`src/hw/rtl/nfca_pkg.sv`:
```
// Shared types, codes and constants of the next-fit cluster allocator.
package nfca_pkg;

	localparam int unsigned CLUSTER_TOTAL_DEFAULT = 1024;
	localparam int unsigned CMD_QUEUE_DEPTH = 2;

	localparam int unsigned OP_W = 2;
	localparam int unsigned CLUSTER_W = 10;
	localparam int unsigned CFG_W = 10;

	localparam logic [OP_W-1:0] OP_ALLOC = 2'd0;
	localparam logic [OP_W-1:0] OP_FREE = 2'd1;
	localparam logic [OP_W-1:0] OP_FORMAT = 2'd2;

	typedef struct packed {
		logic [OP_W-1:0] op;
		logic [CLUSTER_W-1:0] cluster;
	} in_item_t;

	typedef struct packed {
		logic [CLUSTER_W-1:0] cluster_index;
		logic ok;
	} out_item_t;

	// Work classes that the front hands to the back.
	typedef enum logic [1:0] {
		CMD_ALLOC = 2'd0,
		CMD_FREE = 2'd1,
		CMD_FORMAT = 2'd2,
		CMD_REJECT = 2'd3
	} cmd_kind_t;

	typedef struct packed {
		cmd_kind_t kind;
		logic [CLUSTER_W-1:0] addr;
	} cmd_t;

endpackage

```
`src/hw/rtl/nfca_front.sv`:
```
// Front end: accepts request beats and classifies them into commands.
module nfca_front #(
	parameter int unsigned CLUSTER_TOTAL = nfca_pkg::CLUSTER_TOTAL_DEFAULT
) (
	input  logic                          in_valid,
	output logic                          in_stall,
	input  nfca_pkg::in_item_t            in_data,
	input  logic [nfca_pkg::CFG_W-1:0]    first_eff,
	input  logic                          queue_full,
	input  logic                          init_busy,
	output logic                          push,
	output nfca_pkg::cmd_t                push_cmd
);

	logic free_in_range;

	// A beat is taken only while the queue has room and the map is not being cleared after reset.
	assign in_stall = queue_full || init_busy;
	assign push = in_valid && !in_stall;

	assign free_in_range = (in_data.cluster >= first_eff)
		&& (32'(in_data.cluster) < CLUSTER_TOTAL);

	always_comb begin
		push_cmd.addr = in_data.cluster;
		case (in_data.op)
			nfca_pkg::OP_ALLOC: begin
				push_cmd.kind = nfca_pkg::CMD_ALLOC;
			end
			nfca_pkg::OP_FREE: begin
				push_cmd.kind = free_in_range ? nfca_pkg::CMD_FREE : nfca_pkg::CMD_REJECT;
			end
			nfca_pkg::OP_FORMAT: begin
				push_cmd.kind = nfca_pkg::CMD_FORMAT;
			end
			default: begin
				push_cmd.kind = nfca_pkg::CMD_REJECT;
			end
		endcase
	end

endmodule

```
`src/hw/rtl/nfca_queue.sv`:
```
// Short command queue between the front end and the map engine.
module nfca_queue #(
	parameter int unsigned DEPTH = nfca_pkg::CMD_QUEUE_DEPTH
) (
	input  logic           clk,
	input  logic           arst_n,
	input  logic           push,
	input  nfca_pkg::cmd_t push_cmd,
	input  logic           pop,
	output nfca_pkg::cmd_t pop_cmd,
	output logic           full,
	output logic           empty
);

	localparam int unsigned PTR_W = (DEPTH > 1) ? $clog2(DEPTH) : 1;
	localparam int unsigned CNT_W = $clog2(DEPTH + 1);

	nfca_pkg::cmd_t slot_q [DEPTH];
	logic [PTR_W-1:0] wr_ptr_q;
	logic [PTR_W-1:0] rd_ptr_q;
	logic [CNT_W-1:0] count_q;

	assign full = (count_q == CNT_W'(DEPTH));
	assign empty = (count_q == '0);
	assign pop_cmd = slot_q[rd_ptr_q];

	always_ff @(posedge clk) begin
		if (push) begin
			slot_q[wr_ptr_q] <= push_cmd;
		end
	end

	always_ff @(posedge clk or negedge arst_n) begin
		if (!arst_n) begin
			wr_ptr_q <= '0;
			rd_ptr_q <= '0;
			count_q <= '0;
		end else begin
			if (push) begin
				wr_ptr_q <= (wr_ptr_q == PTR_W'(DEPTH - 1)) ? '0 : wr_ptr_q + 1'b1;
			end
			if (pop) begin
				rd_ptr_q <= (rd_ptr_q == PTR_W'(DEPTH - 1)) ? '0 : rd_ptr_q + 1'b1;
			end
			if (push && !pop) begin
				count_q <= count_q + 1'b1;
			end else if (pop && !push) begin
				count_q <= count_q - 1'b1;
			end
		end
	end

endmodule

```
`src/hw/rtl/nfca_back.sv`:
```
// Map engine: holds the used map and the search position and runs each command.
module nfca_back #(
	parameter int unsigned CLUSTER_TOTAL = nfca_pkg::CLUSTER_TOTAL_DEFAULT
) (
	input  logic                       clk,
	input  logic                       arst_n,
	input  logic [nfca_pkg::CFG_W-1:0] first_eff,
	input  logic                       cmd_valid,
	input  nfca_pkg::cmd_t             cmd,
	output logic                       pop,
	output logic                       init_busy,
	output logic                       out_valid,
	input  logic                       out_stall,
	output nfca_pkg::out_item_t        out_data
);

	localparam int unsigned AW = $clog2(CLUSTER_TOTAL);
	localparam int unsigned PW = (AW > nfca_pkg::CFG_W) ? AW : nfca_pkg::CFG_W;
	localparam int unsigned CW = PW + 1;
	localparam logic [CW-1:0] N_C = CW'(CLUSTER_TOTAL);

	typedef enum logic [2:0] {
		ST_CLEAR = 3'b001,
		ST_IDLE = 3'b010,
		ST_SCAN = 3'b100
	} state_t;

	state_t state_q;
	logic [CW-1:0] clr_q;
	logic report_q;
	logic [PW-1:0] next_q;
	logic [CW-1:0] scan_q;
	logic from_start_q;
	logic chk_valid_s1;
	logic [CW-1:0] chk_addr_s1;
	logic rd_data_s1;
	logic out_valid_q;
	nfca_pkg::out_item_t out_data_q;

	logic used_mem [CLUSTER_TOTAL];

	logic [CW-1:0] first_ext;
	logic [CW-1:0] next_ext;
	logic [CW-1:0] start_c;
	logic [CW-1:0] free_ext;
	logic ready_take;
	logic hit;
	logic scan_live;
	logic clr_last;
	logic produce;
	nfca_pkg::out_item_t res;
	logic wr_en;
	logic [AW-1:0] wr_addr;
	logic wr_bit;
	logic rd_en;

	assign first_ext = CW'(first_eff);
	assign next_ext = CW'(next_q);
	assign start_c = (next_ext < first_ext) ? first_ext : next_ext;
	assign free_ext = CW'(cmd.addr);
	assign ready_take = !out_valid_q || !out_stall;
	assign hit = chk_valid_s1 && !rd_data_s1;
	assign scan_live = (scan_q < N_C);
	assign clr_last = (clr_q == N_C - 1'b1);
	assign init_busy = (state_q == ST_CLEAR) && !report_q;
	assign out_valid = out_valid_q;
	assign out_data = out_data_q;

	always_comb begin
		pop = 1'b0;
		produce = 1'b0;
		res = '0;
		wr_en = 1'b0;
		wr_addr = clr_q[AW-1:0];
		wr_bit = 1'b0;
		rd_en = 1'b0;
		case (state_q)
			ST_CLEAR: begin
				wr_en = 1'b1;
				if (clr_last && report_q) begin
					produce = 1'b1;
					res.ok = 1'b1;
				end
			end
			ST_IDLE: begin
				if (cmd_valid && ready_take) begin
					pop = 1'b1;
					case (cmd.kind)
						nfca_pkg::CMD_FREE: begin
							wr_en = 1'b1;
							wr_addr = free_ext[AW-1:0];
							produce = 1'b1;
							res.ok = 1'b1;
						end
						nfca_pkg::CMD_REJECT: begin
							produce = 1'b1;
						end
						default: begin
						end
					endcase
				end
			end
			ST_SCAN: begin
				if (hit) begin
					wr_en = 1'b1;
					wr_addr = chk_addr_s1[AW-1:0];
					wr_bit = 1'b1;
					produce = 1'b1;
					res.cluster_index = chk_addr_s1[nfca_pkg::CLUSTER_W-1:0];
					res.ok = 1'b1;
				end else if (scan_live) begin
					rd_en = 1'b1;
				end else if (from_start_q) begin
					produce = 1'b1;
				end
			end
			default: begin
			end
		endcase
	end

	always_ff @(posedge clk) begin
		if (wr_en) begin
			used_mem[wr_addr] <= wr_bit;
		end
		if (rd_en) begin
			rd_data_s1 <= used_mem[scan_q[AW-1:0]];
			chk_addr_s1 <= scan_q;
		end
		if (produce) begin
			out_data_q <= res;
		end
	end

	always_ff @(posedge clk or negedge arst_n) begin
		if (!arst_n) begin
			state_q <= ST_CLEAR;
			clr_q <= '0;
			report_q <= 1'b0;
			next_q <= PW'(1);
			scan_q <= '0;
			from_start_q <= 1'b0;
			chk_valid_s1 <= 1'b0;
			out_valid_q <= 1'b0;
		end else begin
			if (out_valid_q && !out_stall) begin
				out_valid_q <= 1'b0;
			end
			if (produce) begin
				out_valid_q <= 1'b1;
			end
			case (state_q)
				ST_CLEAR: begin
					if (clr_last) begin
						clr_q <= '0;
						report_q <= 1'b0;
						state_q <= ST_IDLE;
					end else begin
						clr_q <= clr_q + 1'b1;
					end
				end
				ST_IDLE: begin
					if (pop) begin
						case (cmd.kind)
							nfca_pkg::CMD_ALLOC: begin
								scan_q <= start_c;
								from_start_q <= (start_c == first_ext);
								chk_valid_s1 <= 1'b0;
								state_q <= ST_SCAN;
							end
							nfca_pkg::CMD_FORMAT: begin
								report_q <= 1'b1;
								clr_q <= '0;
								state_q <= ST_CLEAR;
							end
							default: begin
							end
						endcase
					end
				end
				ST_SCAN: begin
					if (hit) begin
						next_q <= chk_addr_s1[PW-1:0];
						chk_valid_s1 <= 1'b0;
						state_q <= ST_IDLE;
					end else if (scan_live) begin
						chk_valid_s1 <= 1'b1;
						scan_q <= scan_q + 1'b1;
					end else begin
						chk_valid_s1 <= 1'b0;
						if (from_start_q) begin
							state_q <= ST_IDLE;
						end else begin
							next_q <= PW'(first_eff);
							scan_q <= first_ext;
							from_start_q <= 1'b1;
						end
					end
				end
				default: begin
					state_q <= ST_IDLE;
				end
			endcase
		end
	end

	// The result slot is drained before a scan starts, so a hit always has room.
	a_scan_slot_free: assert property (@(posedge clk) disable iff (!arst_n)
		(state_q == ST_SCAN) |-> !out_valid_q)
		else $error("result slot busy during scan");

	a_hit_reports: assert property (@(posedge clk) disable iff (!arst_n)
		(state_q == ST_SCAN && hit) |=> out_valid_q && out_data_q.ok && (state_q == ST_IDLE))
		else $error("allocation hit not reported");

	a_chk_in_map: assert property (@(posedge clk) disable iff (!arst_n)
		chk_valid_s1 |-> (chk_addr_s1 < N_C))
		else $error("scan checked an address outside the map");

	a_format_reports: assert property (@(posedge clk) disable iff (!arst_n)
		(state_q == ST_CLEAR && clr_last && report_q) |=> out_valid_q && out_data_q.ok
			&& (out_data_q.cluster_index == '0))
		else $error("format completion not reported");

endmodule

```
`src/hw/rtl/next_fit_cluster_allocator_core.sv`:
```
// Top level: next-fit cluster allocator with config register, front end, queue and map engine.
// A free or rejected request's result is registered after the queue, and these sustain one beat
// per cycle while the result is not stalled. An allocate's scan reads one map entry per cycle and
// wraps at most once back to the first allocatable position. Format sweeps the map and then
// reports. After reset the map is cleared, during which requests are stalled.
module next_fit_cluster_allocator_core #(
	parameter int unsigned CLUSTER_TOTAL = nfca_pkg::CLUSTER_TOTAL_DEFAULT
) (
	input  logic                       clk,
	input  logic                       arst_n,
	input  logic                       in_valid,
	output logic                       in_stall,
	input  nfca_pkg::in_item_t         in_data,
	output logic                       out_valid,
	input  logic                       out_stall,
	output nfca_pkg::out_item_t        out_data,
	input  logic                       cfg_valid,
	output logic                       cfg_ready,
	input  logic [nfca_pkg::CFG_W-1:0] cfg_data
);

	// The first allocatable position. Writes land at once; a zero is read as one so
	// that cluster zero is never handed out and zero can always signal failure.
	logic [nfca_pkg::CFG_W-1:0] first_q;
	logic [nfca_pkg::CFG_W-1:0] first_eff;

	logic push;
	nfca_pkg::cmd_t push_cmd;
	logic pop;
	nfca_pkg::cmd_t pop_cmd;
	logic queue_full;
	logic queue_empty;
	logic init_busy;

	// The register port never pushes back.
	assign cfg_ready = 1'b1;
	assign first_eff = (first_q == '0) ? nfca_pkg::CFG_W'(1) : first_q;

	always_ff @(posedge clk or negedge arst_n) begin
		if (!arst_n) begin
			first_q <= nfca_pkg::CFG_W'(1);
		end else if (cfg_valid && cfg_ready) begin
			first_q <= cfg_data;
		end
	end

	// The front end turns each request beat into a command: frees outside the
	// allocatable range and the unused opcode become rejects, answered without
	// touching the map.
	nfca_front #(
		.CLUSTER_TOTAL(CLUSTER_TOTAL)
	) u_front (
		.in_valid   (in_valid),
		.in_stall   (in_stall),
		.in_data    (in_data),
		.first_eff  (first_eff),
		.queue_full (queue_full),
		.init_busy  (init_busy),
		.push       (push),
		.push_cmd   (push_cmd)
	);

	// The queue lets the front keep taking beats while the engine is scanning
	// or waiting on a stalled result.
	nfca_queue #(
		.DEPTH(nfca_pkg::CMD_QUEUE_DEPTH)
	) u_queue (
		.clk      (clk),
		.arst_n   (arst_n),
		.push     (push),
		.push_cmd (push_cmd),
		.pop      (pop),
		.pop_cmd  (pop_cmd),
		.full     (queue_full),
		.empty    (queue_empty)
	);

	// The engine owns the used map and the next-fit position. It takes a new
	// command only when its result register is free or draining, and holds the
	// finished result there until the downstream side takes the beat.
	nfca_back #(
		.CLUSTER_TOTAL(CLUSTER_TOTAL)
	) u_back (
		.clk       (clk),
		.arst_n    (arst_n),
		.first_eff (first_eff),
		.cmd_valid (!queue_empty),
		.cmd       (pop_cmd),
		.pop       (pop),
		.init_busy (init_busy),
		.out_valid (out_valid),
		.out_stall (out_stall),
		.out_data  (out_data)
	);

endmodule
```
`config.mk`:
```
export PLATFORM = sky130hd
export DESIGN_NAME = next_fit_cluster_allocator_core
export DESIGN_NICKNAME = d
export VERILOG_FILES = /design/src/hw/rtl/nfca_pkg.sv /design/src/hw/rtl/nfca_front.sv /design/src/hw/rtl/nfca_queue.sv /design/src/hw/rtl/nfca_back.sv /design/src/hw/rtl/next_fit_cluster_allocator_core.sv
export SDC_FILE = /design/constraint.sdc
export NUM_CORES = 2
export LEC_CHECK = 0
export BUFFER_PORTS_ARGS = -buffer_cell sky130_fd_sc_hd__clkbuf_2
export CAP_MARGIN = 10
export CORE_UTILIZATION = 60
export DETAILED_ROUTE_END_ITERATION = 10
export PLACE_DENSITY = 0.79
export SYNTH_ARGS = -nofsm -noshare
export SYNTH_HDL_FRONTEND = slang
export SYNTH_HIERARCHICAL = 1
export SYNTH_SLANG_ARGS = --single-unit
```
`constraint.sdc`:
```
create_clock -name clk -period 18.4 [get_ports clk]
set_input_delay 1.84 -clock clk [delete_from_list [all_inputs] [get_ports clk]]
set_output_delay 1.84 -clock clk [all_outputs]
set_load 0.01 [all_outputs]
```
After elaboration in Yosys (flattened, before gate mapping)
Memories as Yosys holds them, arrays and structs flattened. A register that Yosys moved wholly into a read port is not among the register bits.
Cells that the tools add are included.
- register bits after elaboration: 74
- RAM bits: 1048
- bits of input ports: 27
- output and inout port bits: 14
- word-level logic and storage cells: 153
- memories: 2
- add/sub/neg operators: 6
- $lt $le $gt $ge: 3
- equal/unequal tests: 23
- mux-type cells: 69
- reduce and logical (&&, ||, !) cells: 35
- memory list (memory ; depth ; bits a word ; read ports ; clocked after memory_dff ; write ports ; RTL line ; text):
    u_back.used_mem ; 1024 ; 1 ; 1 ; 1 ; 1 ; nfca_back.sv:40 ; logic used_mem [CLUSTER_TOTAL];
    u_queue.slot_q ; 2 ; 12 ; 1 ; 0 ; 1 ; nfca_queue.sv:18 ; nfca_pkg::cmd_t slot_q [DEPTH];
- operator list (cell ; number):
    $mux W11 ; 8
    $mux W10 ; 8
    $pmux W11 S2 ; 2
    $mux W1 ; 33
    $add A11 B1 Y11 const B ; 2
    $pmux W10 S2 ; 1
    $mux W3 ; 5
    $reduce_and A5 Y1 ; 3
    $eq A11 B10 Y1 ; 1
    $eq A11 B10 Y1 const B ; 1
    $lt A11 B11 Y1 const B ; 1
    $ge A10 B10 Y1 ; 1
    $logic_not A10 Y1 ; 1
    $lt A10 B10 Y1 ; 1
    $ne A2 B2 Y1 const B ; 5
    $pmux W1 S3 ; 3
    $pmux W3 S3 ; 1
    $reduce_and A3 Y1 ; 3
    $eq A2 B2 Y1 const B ; 4
    $logic_and A1 B1 Y1 ; 8
    $logic_not A1 Y1 ; 8
    $reduce_bool A2 Y1 ; 4
    $logic_not A2 Y1 ; 3
    $mux W2 ; 3
    other kinds (18) ; 26

Depth between registers and ports, before layout
- depth after elaboration: 9
- gate-level depth with buffers: 13
- gate-level depth less buffers: 11

Cells and area by module
Netlist, hierarchy kept.
- by module, submodules not included (module ; instances ; cells each ; area each (um^2) ; seq. area each (um^2)):
    nfca_back ; 1 ; 3431 ; 47905.9 ; 32388.6
    nfca_queue ; 1 ; 53 ; 1087.3 ; 820.8
    next_fit_cluster_allocator_core ; 1 ; 37 ; 491.7 ; 251.5
    nfca_front ; 1 ; 49 ; 352.8 ; 0.0

Worst setup path before layout
No wires, ideal clock.
- path kind: register to register
- start: register u_back.rd_data_s1, read port of u_back.used_mem
- end: memory u_back.used_mem[0] (data pin)
- setup time: 2889 ps
- arrival time: 13564 ps
- required time: 15511 ps
- path slack: 1946 ps
- stages on the path, launching flop included: 4
- buffers on the path: 1
- clock period less this slack: 16454 ps
- cells stage by stage: edfxtp_1 > nor2b_1 > clkbuf_1 > and2_1
- word-level cells in the longest chain between the ends: 4
- ends and longest elaborated chain (item ; RTL line ; text):
    from (decl) ; nfca_back.sv:36 ; logic rd_data_s1;
    $logic_not A1 Y1 ; nfca_back.sv:62 ; assign hit = chk_valid_s1 && !rd_data_s1;
    $logic_and A1 B1 Y1 ; nfca_back.sv:62 ;
    $mux W1 ; nfca_back.sv:104 ; if (hit) begin
    $mux W1 ; nfca_back.sv:77 ; case (state_q)
    via u_back.wr_bit ; nfca_back.sv:54 ; logic wr_bit;
    to (decl) ; nfca_back.sv:40 ;
The timed path passes the listed nets, and every way through them passes these cells.

Worst setup path in the final report
- start: input out_stall
- end: memory u_back.used_mem[387] (enable)
- word-level cells in the longest chain between the ends: 7
- elaborated cells on any way between the ends: 9
- those cells by class: mux (6); reduce/logical (3)
- ends and longest elaborated chain (item ; RTL line ; text):
    from (decl) ; next_fit_cluster_allocator_core.sv:15 ; input logic out_stall,
    $logic_not A1 Y1 * ; nfca_back.sv:61 ; assign ready_take = !out_valid_q || !out_stall;
    $logic_or A1 B1 Y1 * ; nfca_back.sv:61 ;
    $logic_and A1 B1 Y1 * ; nfca_back.sv:86 ; if (cmd_valid && ready_take) begin
    $mux W1 ; nfca_back.sv:86 ;
    $pmux W1 S3 ; nfca_back.sv:77 ;
    $mux W1 ; nfca_back.sv:123 ; if (wr_en) begin
    $mux W1 (implied by the code) ; nfca_back.sv:124 ; used_mem[wr_addr] <= wr_bit;
Every way passes the cells marked *; elsewhere a longest branch is shown, timed or not.

==> impl_metrics.json <==
{
  "yosysTopAreaCell": "edfxtp_1",
  "power_mw": 5.098,
  "grt_max_degree": 303,
  "critPathRequiredTime_ps": 18750,
  "die_area_um2": 84220,
  "first_pass_iters": 8,
  "area_delta_synth_final_pct": 8.465,
  "cts_tree": "built",
  "finalSetupTns_ps": 0,
  "status": "complete, no violations",
  "placed_cell_area_um2": 50470,
  "slowest_stage": "nand2_1",
  "slew_headroom_pct": 10.84,
  "ant_nets": 0,
  "ys_ff_latch": 1123,
  "ctsLongestPathBuffers": 3,
  "antenna_found_initial": 3,
  "cts_buffers": 111,
  "port_buffers": 39,
  "drv_cap": 0,
  "syn_area_per_cell_um2": 13.96,
  "end_kind": "flop",
  "vdd_drop_max_uv": 90.87,
  "die_h_um": 290.2,
  "tightest_slew_ps": 1337,
  "seq_area_frac_synth_pct": 67.14,
  "yosysUniqueCellTypes": 78,
  "clk_pin_slew_ps": 60,
  "post-route-period-util_pct": 31.07,
  "grt_remaining_overflow": 0,
  "critPathLaunchType": "primary input",
  "hold_violations": 0,
  "drive_above_1_share_pct": 16.48,
  "fin_crit_ps": 5717,
  "synth_area_um2": 49840,
  "powerDensity_nw_per_um2": 94.30,
  "worstPathArrival_ps": 6070,
  "synth_top_cell_area_share_pct": 64.47,
  "synthFlopType": "edfxtp_1",
  "core_area_um2": 82110,
  "filler_cell_count": 5426,
  "clock-skew-final_ps": 30.97,
  "final_cell_area_um2": 54060,
  "grt_pass1_vias": 29840,
  "vias": 30910,
  "rsz0062_at_grt": "no",
  "rows": 105,
  "cts_root_buffer": "clkbuf_16",
  "final_net_count": 3505,
  "avgRoutedWirePerCell_um": 27.56,
  "drv_slew": 0,
  "critPathKind": "primary input to flop",
  "synthCells": 3570,
  "critPathTopFamily": "simple AND/OR/NAND/NOR gates",
  "clk-insertion-delay-late_ps": 690,
  "critPathMaxStageDelay_ps": 1030,
  "synth-edff-count": 1070,
  "yosysMostFrequentCell": "nor2_1",
  "setup_violations": 0,
  "drc": 0,
  "fmax_ghz": 0.1749,
  "hold_class": "flop to flop",
  "synthArstFlopShare_pct": 4.720,
  "hpwl_mm": 70.74,
  "synth_warnings": 6,
  "cts_sinks": 1123,
  "cts.repair.resized": 0,
  "grtUsageTotal_pct": 30.20,
  "gp_congestion": 0.8612,
  "path_cells": "clkbuf_2 > a21boi_0 > and4b_1 > nor2_2 > a221o_1 > nand2_1 > nor2_1 > nand2_1 > nor2_1",
  "synth.top_cells.by_area": "edfxtp_1, mux4_2, nor2_1",
  "viasPerCell": 6.691,
  "start_util_pct": 60.70,
  "synthTopCellsByCount": "nor2_1, edfxtp_1, mux4_2",
  "first_iter_violations": 5044,
  "p_leak_nw": 18.73,
  "routed_wl_mm": 127.3,
  "path_buf_inv": 1,
  "n_antenna_cell": 0,
  "critPathMaxFanout": 32,
  "h-tree-depth": 3,
  "grt_pass1_wl_mm": 187.8,
  "ctsHoldBuffers": 0,
  "die_w_um": 290.2,
  "cts_setup_buffers": 0,
  "boundaryPins": 41,
  "syn_nets": 3619
}
## power by group
group          internal (mW)  switching, mW  total (mW)
Sequential              2.78         0.0118        2.79
Combinational         0.0277         0.0356      0.0634
Clock                   1.30          0.947        2.24
## routing by layer
layer	vias to the layer above	global-route usage, %	wire (um)
met5	-	0	24
met4	4	14.01	6186
met3	413	6.783	15700
met2	2116	48.13	60720
met1	15530	40.00	44680
li1	12850	-	-
## sequential cells by signal, summed over array words and instances, names as in the netlist, 2 cells and up
signal              cells
u_queue/count_q         2
u_back/chk_addr_s1     10
u_back/state_q          3
u_queue/slot_q         24
u_back/next_q          10
u_back/scan_q          11
u_back/used_mem      1024
u_back/out_data        11
u_back/clr_q           11
first_q                10
## per-stage QoR
stage | utilization (%) | cells | setup WS, ps | hold WS [ps]
finish | 65.83 | 4620 | 12680 | 491.7
global route | 65.83 | 4620 | 12570 | 516.7
CTS | 65.83 | 4620 | 12840 | 497.0
detailed placement | 61.47 | 4413 | 12220 | 479.0
global placement | 61.46 | 4412 | 11940 | 469.9
floorplan | - | 3570 | 1946 | 419.6
## final timing paths
kind | cells after the start | start | endpoint | slack [ps]
worst max-delay path | 9 | out_stall | u_back/used_mem[387]$_DFFE_PP_ | 12680
worst min-delay path | 1 | u_back/clr_q[10]$_DFFE_PN0P_ | u_back/clr_q[10]$_DFFE_PN0P_ | 490
worst max register to register | 8 | u_queue/rd_ptr_q$_DFFE_PN0P_ | u_back/used_mem[387]$_DFFE_PP_ | 12810
worst min register to register | 1 | u_back/clr_q[10]$_DFFE_PN0P_ | u_back/clr_q[10]$_DFFE_PN0P_ | 490
max in group asynchronous | 2 | arst_n | u_back/scan_q[1]$_DFFE_PN0P_ | 16540
min in group asynchronous | 2 | arst_n | u_queue/count_q[1]$_DFFE_PN0P_ | 1300
## kinds of logic after synthesis
kind of cell	Yosys count	synth area share (%)
AO/OA/AOI/OAI	288	4.142
adder cells (fa/ha/maj)	22	0.5523
buffers and inverters	378	3.603
other	1	0.007524
multiplexers	343	12.90
AND/OR/NAND/NOR	1386	11.15
XOR/XNOR	29	0.5096
flip-flops	1123	67.14
## final cells by class
type	instances	area (um2)	area share, %
sequential	1123	33470	61.92
multi-input combinational	2069	14750	27.28
clock buffer	148	2967	5.488
tap	1070	1339	2.477
timing repair buffer	110	765.7	1.417
clock inverter	59	616.8	1.141
inverter	41	153.9	0.2847
## cell usage in the layout (no fill, tap or decap), types with 9 or more instances in the layout
master,Yosys,final
a221o_1,11,11
clkbuf_16,0,111
o21ai_0,35,35
mux2_4,19,19
a22oi_1,62,62
nand2b_1,9,9
nand3_1,54,30
a211o_1,9,9
buf_4,35,68
xor2_1,18,18
mux4_2,231,231
clkbuf_1,117,32
xnor2_1,11,11
nand3_2,1,25
clkinv_2,0,16
and3_1,14,14
ha_1,22,22
a221oi_1,20,20
dfrtp_1,50,47
a22o_1,12,12
clkinv_1,5,25
a21oi_1,57,57
mux2i_1,86,86
nor3_1,23,23
nor2_1,1092,1091
bufinv_16,0,12
inv_1,36,36
edfxtp_1,1070,1070
nand4_1,16,16
nand2_1,131,123
a31oi_1,11,11
clkbuf_2,0,39
Note: power is estimated with default switching activity, not from simulation.
